$ cat config.mk
export PLATFORM = sky130hd
export DESIGN_NAME = lpmt_cell
export DESIGN_NICKNAME = d
export VERILOG_FILES = /design/src/sv/lpmt_pkg.sv /design/src/sv/lpmt_cell.sv
export SDC_FILE = /design/constraint.sdc
export NUM_CORES = 1
export LEC_CHECK = 0
export BUFFER_PORTS_ARGS = -buffer_cell sky130_fd_sc_hd__buf_2
export CAP_MARGIN = 15
export CORE_MARGIN = 3
export CORE_UTILIZATION = 35
export CTS_BUF_LIST = sky130_fd_sc_hd__clkbuf_16
export DETAILED_ROUTE_END_ITERATION = 10
export PLACE_DENSITY = 0.57
export SETUP_SLACK_MARGIN = 0.1
export SYNTH_ARGS = -nofsm -noshare
export SYNTH_HDL_FRONTEND = slang
export SYNTH_SLANG_ARGS = --single-unit
export TNS_END_PERCENT = 100
$ cat constraint.sdc
create_clock -name clk -period 4.3 [get_ports clk]
set_input_delay 0.86 -clock clk [delete_from_list [all_inputs] [get_ports clk]]
set_output_delay 0.86 -clock clk [all_outputs]
set_load 0.02 [all_outputs]
$ cat src/sv/lpmt_pkg.sv
// lpmt_pkg: shared types, status codes and prefix helpers for the
// ipv4 longest prefix match table; used by the cell, top level and checker
`default_nettype none

package lpmt_pkg;

    // result status codes
    localparam logic [2:0] ST_FORWARD   = 3'd0;
    localparam logic [2:0] ST_NO_ROUTE  = 3'd1;
    localparam logic [2:0] ST_DROP_SAME = 3'd2;
    localparam logic [2:0] ST_ADDED     = 3'd3;
    localparam logic [2:0] ST_PORT_OFF  = 3'd4;
    localparam logic [2:0] ST_FULL      = 3'd5;

    localparam logic [0:0] FUNC_ADD    = 1'b0;
    localparam logic [0:0] FUNC_LOOKUP = 1'b1;

    localparam logic [5:0] MAX_PREFIX_LEN = 6'd32;

    // item record that walks down the chain of cells
    typedef struct packed {
        logic        wr;         // accepted add, store at cell given by count
        logic        lookup;     // lookup item
        logic [31:0] addr;       // add: network, lookup: destination
        logic [5:0]  len;        // saturated prefix length (add)
        logic [2:0]  port;       // add: output port, lookup: arrival port
        logic        found;      // lookup: some entry matched so far
        logic [5:0]  best_len;   // lookup: length of best match so far
        logic [2:0]  best_port;  // lookup: port of best match so far
        logic [2:0]  status;     // add: final status
    } tok_t;

    // leading-ones mask for a prefix length of 0..32
    function automatic logic [31:0] prefix_mask(input logic [5:0] len);
        prefix_mask = ~(32'hffff_ffff >> len);
    endfunction

endpackage

`default_nettype wire

$ cat src/sv/lpmt_cell.sv
// lpmt_cell: one table entry plus one stage of the item chain
// depends on lpmt_pkg (tok_t, prefix_mask)
`default_nettype none

module lpmt_cell #(
    parameter int IDX = 0,
    parameter int CW  = 8
) (
    input  wire logic            clk,
    input  wire logic            rst_n,
    input  wire logic            en,
    input  wire logic            vld_in,
    input  wire lpmt_pkg::tok_t  tok_in,
    input  wire logic [CW-1:0]   cnt_in,
    output logic                 vld_out,
    output lpmt_pkg::tok_t       tok_out,
    output logic [CW-1:0]        cnt_out
);

    localparam logic [CW-1:0] MY_IDX = CW'(IDX);

    logic [31:0]    ent_network_reg;
    logic [5:0]     ent_length_reg;
    logic [2:0]     ent_port_reg;
    logic           vld_reg;
    lpmt_pkg::tok_t tok_reg;
    lpmt_pkg::tok_t tok_next;
    logic [CW-1:0]  cnt_reg;
    logic [31:0]    mask;
    logic           hit;
    logic           write_me;

    // entry match against the passing lookup
    always_comb
    begin
        mask     = lpmt_pkg::prefix_mask(ent_length_reg);
        hit      = tok_in.lookup && (cnt_in > MY_IDX)
                   && (!tok_in.found || (ent_length_reg > tok_in.best_len))
                   && ((ent_network_reg & mask) == (tok_in.addr & mask));
        write_me = vld_in && tok_in.wr && (cnt_in == MY_IDX);
        tok_next = tok_in;
        if (hit)
        begin
            tok_next.found     = 1'b1;
            tok_next.best_len  = ent_length_reg;
            tok_next.best_port = ent_port_reg;
        end
    end

    // entry storage
    always_ff @(posedge clk)
    begin
        if (en && write_me)
        begin
            ent_network_reg <= tok_in.addr;
            ent_length_reg  <= tok_in.len;
            ent_port_reg    <= tok_in.port;
        end
    end

    // stage payload
    always_ff @(posedge clk)
    begin
        if (en)
        begin
            tok_reg <= tok_next;
            cnt_reg <= cnt_in;
        end
    end

    // stage valid
    always_ff @(posedge clk or negedge rst_n)
    begin
        if (!rst_n)
            vld_reg <= 1'b0;
        else if (en)
            vld_reg <= vld_in;
    end

    assign vld_out = vld_reg;
    assign tok_out = tok_reg;
    assign cnt_out = cnt_reg;

endmodule

`default_nettype wire

Word-level counts from Yosys, hierarchy flattened
Index checks and enable logic that the tools add are counted.
{"block": "classes", "order_cmp": 2, "eq_ne": 1, "shifts": 1, "muxes": 1, "bitwise_logic": 3, "n_reduce_logical": 9}
{"operator": "32-bit AND", "n": 2}
{"operator": "32-bit == test", "n": 1}
{"operator": "32-bit NOT", "n": 1}
{"operator": "32-bit by 6-bit right shift with 32-bit output (first input constant)", "n": 1}
{"operator": "9-bit 2-to-1 mux", "n": 1}
{"operator": "8-bit by 1-bit > comparator with 1-bit output (second input constant)", "n": 1}
{"operator": "8-bit zero test", "n": 1}
{"operator": "6-bit > comparator", "n": 1}
{"operator": "1-bit logical AND", "n": 6}
{"operator": "1-bit zero test", "n": 1}
{"operator": "1-bit logical OR", "n": 1}
{"block": "totals", "register_bits": 106, "inputBits": 68, "out_inout_bits": 65}

Longest topological paths before layout
{"block": "logic_depth", "depth_word": 6, "depth_mapped": 9}

Worst setup path after synthesis
OpenSTA, ideal clock, no wires.
{"block": "synth_timing", "kind": "input -> register", "from": "input port cnt_in[1]", "to": "register ent_length_reg[0] (enable)", "setup_ns": 0.440, "t_arrival_ns": 2.959, "required_time_ns": 3.860, "path_slack_ns": 0.901, "path_stages": 3, "path_cell_list": "nor4_1 nand2_1 nor2_1"}
{"block": "synth_via", "elab_chain_len": 3}
{"item": "start: declaration", "line": "lpmt_cell.sv:14", "source": "input wire logic [CW-1:0] cnt_in,"}
{"item": "8-bit zero test", "line": "lpmt_cell.sv:40", "source": "write_me = vld_in && tok_in.wr && (cnt_in == MY_IDX);"}
{"item": "1-bit logical AND", "line": "lpmt_cell.sv:40"}
{"item": "1-bit logical AND", "line": "lpmt_cell.sv:53", "source": "if (en && write_me)"}
{"item": "end signal: assignment", "line": "lpmt_cell.sv:56", "source": "ent_length_reg <= tok_in.len;"}
{"item": "end: declaration", "line": "lpmt_cell.sv:23", "source": "logic [5:0] ent_length_reg;"}
No other way between the ends.
A chain may end at the register's enable or synchronous reset.

==> results by group <==
Status
  – Status: finished, final reports clean

Synth
  – Post-synth EDFFs: roughly 110
  – Mapped Area: 4220 um^2
  – Count leader, synth: edfxtp_1
  – Ys async rst share: 0.943%
  – Synth unique cells: 40
  – #FFs+latches synth: roughly 110
  – Seq/Total Area, Yosys: 75.3%
  – Mapped Cells: approximately 260
  – Average size of a mapped cell: 16.5 um^2
  – Yosys top cell area share: between 70% and 80%
  – Synth area leader: edfxtp_1
  – Post-synth top cells: edfxtp_1, xnor2_1, a21oi_1
  – Post-Syn Nets: 330
  – Synth top area cells: edfxtp_1, xnor2_1, mux2_2
  – Synth warn: 0
  – Primary FF master, synth: edfxtp_1

Setup path
  – Crit start category: flip-flop
  – CP Max Fanout: 22
  – Worst Setup End Kind: flip-flop
  – Req. time, crit path: approximately 4400 ps
  – Critical Path AT: around 3600 ps
  – Setup CP Type: flip-flop to flip-flop

GRT
  – Vias in the first global route: 2683
  – Total Routing Usage GR: roughly 14%
  – First-pass GRT wire length: about 14000 um
  – Initial antenna violation count: 0
  – Total grt overflow: 0
  – Largest net degree at the start of global routing: 37

Clock tree
  – Worst-path clk slew: roughly 70 ps
  – Setup bufs post-CTS: 0
  – Total clock sinks: 106
  – H-tree depth: 3
  – CTS buffer count: 9
  – Hold-fix buffers, CTS: 0
  – CTS tree: done
  – Cts repair resizes: 0
  – Root Buffer: clkbuf_16
  – Worst-skew pair later-pin latency: 350 ps
  – Longest Clk Path Bufs: 2

Drt
  – DRT iter0 DRCs: between 150 and 200
  – WL/cell: ~17 um
  – Drt first pass iters: 4
  – Vias per inst: 4.89
  – Final ANT Viol Nets: 0
  – Via Count: 2653
  – DR DRC count: 0
  – Total wire length: 9240 um

Flow run
  – Max_cap viols: 0

STA
  – Fin crit share: around 81%
  – Period minus WS final: between 3000 and 4000 ps
  – RSZ-0062 raised after global routing: no
  – Slew HR: between 50% and 60%
  – Setup-failing EPs final: 0
  – Max Slew Vio Count: 0
  – Least-Margin Pin Slew: approximately 730 ps
  – Skew final: about 8 ps
  – Hold WS: 278 ps
  – FMAX: 288 MHz
  – Final hold vios: 0
  – Setup_tns: 0 ps

Finish
  – Final nets: between 400 and 500
  – Area delta synth->final: 26.4%
  – ANT cells: 0
  – Fillers: between 1000 and 1500
  – Largest register FFs: 56
  – Final instance area: ~5300 um^2
  – Layout cells sized above 1: 40.4%

Power and ir drop
  – P_leak: roughly 2.0 nW
  – Peak VDD IR: 0.000242 V
  – Cell area power density: 411 nW/um^2
  – Total power: about 0.0022 W

Die
  – Die X: approximately 120 um
  – Std cell rows: 39
  – Total die area: 13400 um^2
  – CORE AREA: 11600 um^2
  – I/O pin cnt: approximately 130
  – Initial Utilization: 36.3%
  – Chip Height: around 120 um

Placed design
  – Detailed-placement wirelength estimate: 6770 um
  – Gpl congestion: roughly 0.86
  – IO Port Bufs: approximately 130
  – Placed cell areas: between 5000 and 6000 um^2

Hold path
  – Worst min path class: primary input to asynchronous set/reset pin
## routing by layer
metal  global-route usage [%]  vias up  routed length, um
met5                        0        -                  0
met2                     21.8      110               4270
met4                     6.50        0                182
li1                         -     1268                  -
met3                     4.28       12                617
met1                     18.5     1263               4170
## area by class of cell
type	count	area (um^2)	area share [%]
Inverter	8	30.0	0.563
Timing Repair Buffer	135	683	12.8
Sequential cell	106	3180	59.6
Clock buffer	9	225	4.22
Tap cell	143	179	3.35
Clock inverter	7	57.6	1.08
Multi-Input combinational cell	134	983	18.4
## cell usage in the layout, fill, tap and decap left out, types with 2 or more instances in the layout
cell | Yosys | routed
xnor2_1 | 21 | 21
xor2_1 | 10 | 10
buf_4 | 1 | 3
nand3_1 | 4 | 4
o211ai_1 | 4 | 4
nand2_1 | 7 | 7
inv_1 | 8 | 11
nor2_1 | 7 | 6
mux2_2 | 9 | 9
a31oi_1 | 5 | 5
or2_2 | 2 | 2
edfxtp_1 | 105 | 105
nand4_1 | 2 | 2
a21o_1 | 2 | 2
o2111ai_1 | 3 | 3
clkbuf_16 | 0 | 9
nor3_1 | 4 | 4
a21oi_1 | 17 | 17
buf_2 | 3 | 132
o21ai_0 | 10 | 10
ha_1 | 6 | 6
or3_1 | 2 | 2
nor4_1 | 3 | 3
## cell families after synthesis
family / after synthesis / synth area share [%]
flops: 106 / 75.3
xor+xnor: 31 / 6.43
compound gates: 51 / 7.88
mux: 10 / 2.64
fa+ha+maj: 6 / 1.78
buf+inv: 16 / 1.60
simple gates: 36 / 4.39
## power by group
group / internal [W] / leakage (nW) / total (W) / switching [W]
combinational: 0.0000749 / 0.876 / 0.000209 / 0.000135
sequential: 0.00119 / 1.01 / 0.00120 / 0.0000112
clock: 0.000442 / 0.147 / 0.000784 / 0.000342
## metrics by stage
stage	util (%)	setup slack [ps]	std cells
after floorplan	-	901	256
after global placement	43.5	915	526
after detailed placement	43.5	827	526
after CTS	45.9	814	542
after global routing	45.9	610	542
final	45.9	831	542
## path summary, 6_finish.rpt
| check | startpoint | end | slack, ps | depth (start not counted) |
|---|---|---|---|---|
| max | ent_length_reg[3]$_DFFE_PP_ | tok_out[8]$_DFFE_PP_ | 830 | 7 |
| min reg2reg | vld_out$_DFFE_PN0P_ | vld_out$_DFFE_PN0P_ | 510 | 1 |
| min in group clk | vld_out$_DFFE_PN0P_ | vld_out$_DFFE_PN0P_ | 510 | 1 |
| min | rst_n | vld_out$_DFFE_PN0P_ | 280 | 1 |
| max reg2reg | ent_length_reg[3]$_DFFE_PP_ | tok_out[8]$_DFFE_PP_ | 830 | 7 |
| max in group asynchronous | rst_n | vld_out$_DFFE_PN0P_ | 3940 | 1 |
## critical path: stages (launching register included)
cell and delay [ps]:
edfxtp_1 670, nor3_1 500, a21oi_1 130, nor4_1 280, nand3_1 120, or4_4 570, a211oi_4 540, mux2_2 410
Power figures use the tool's default switching activity.
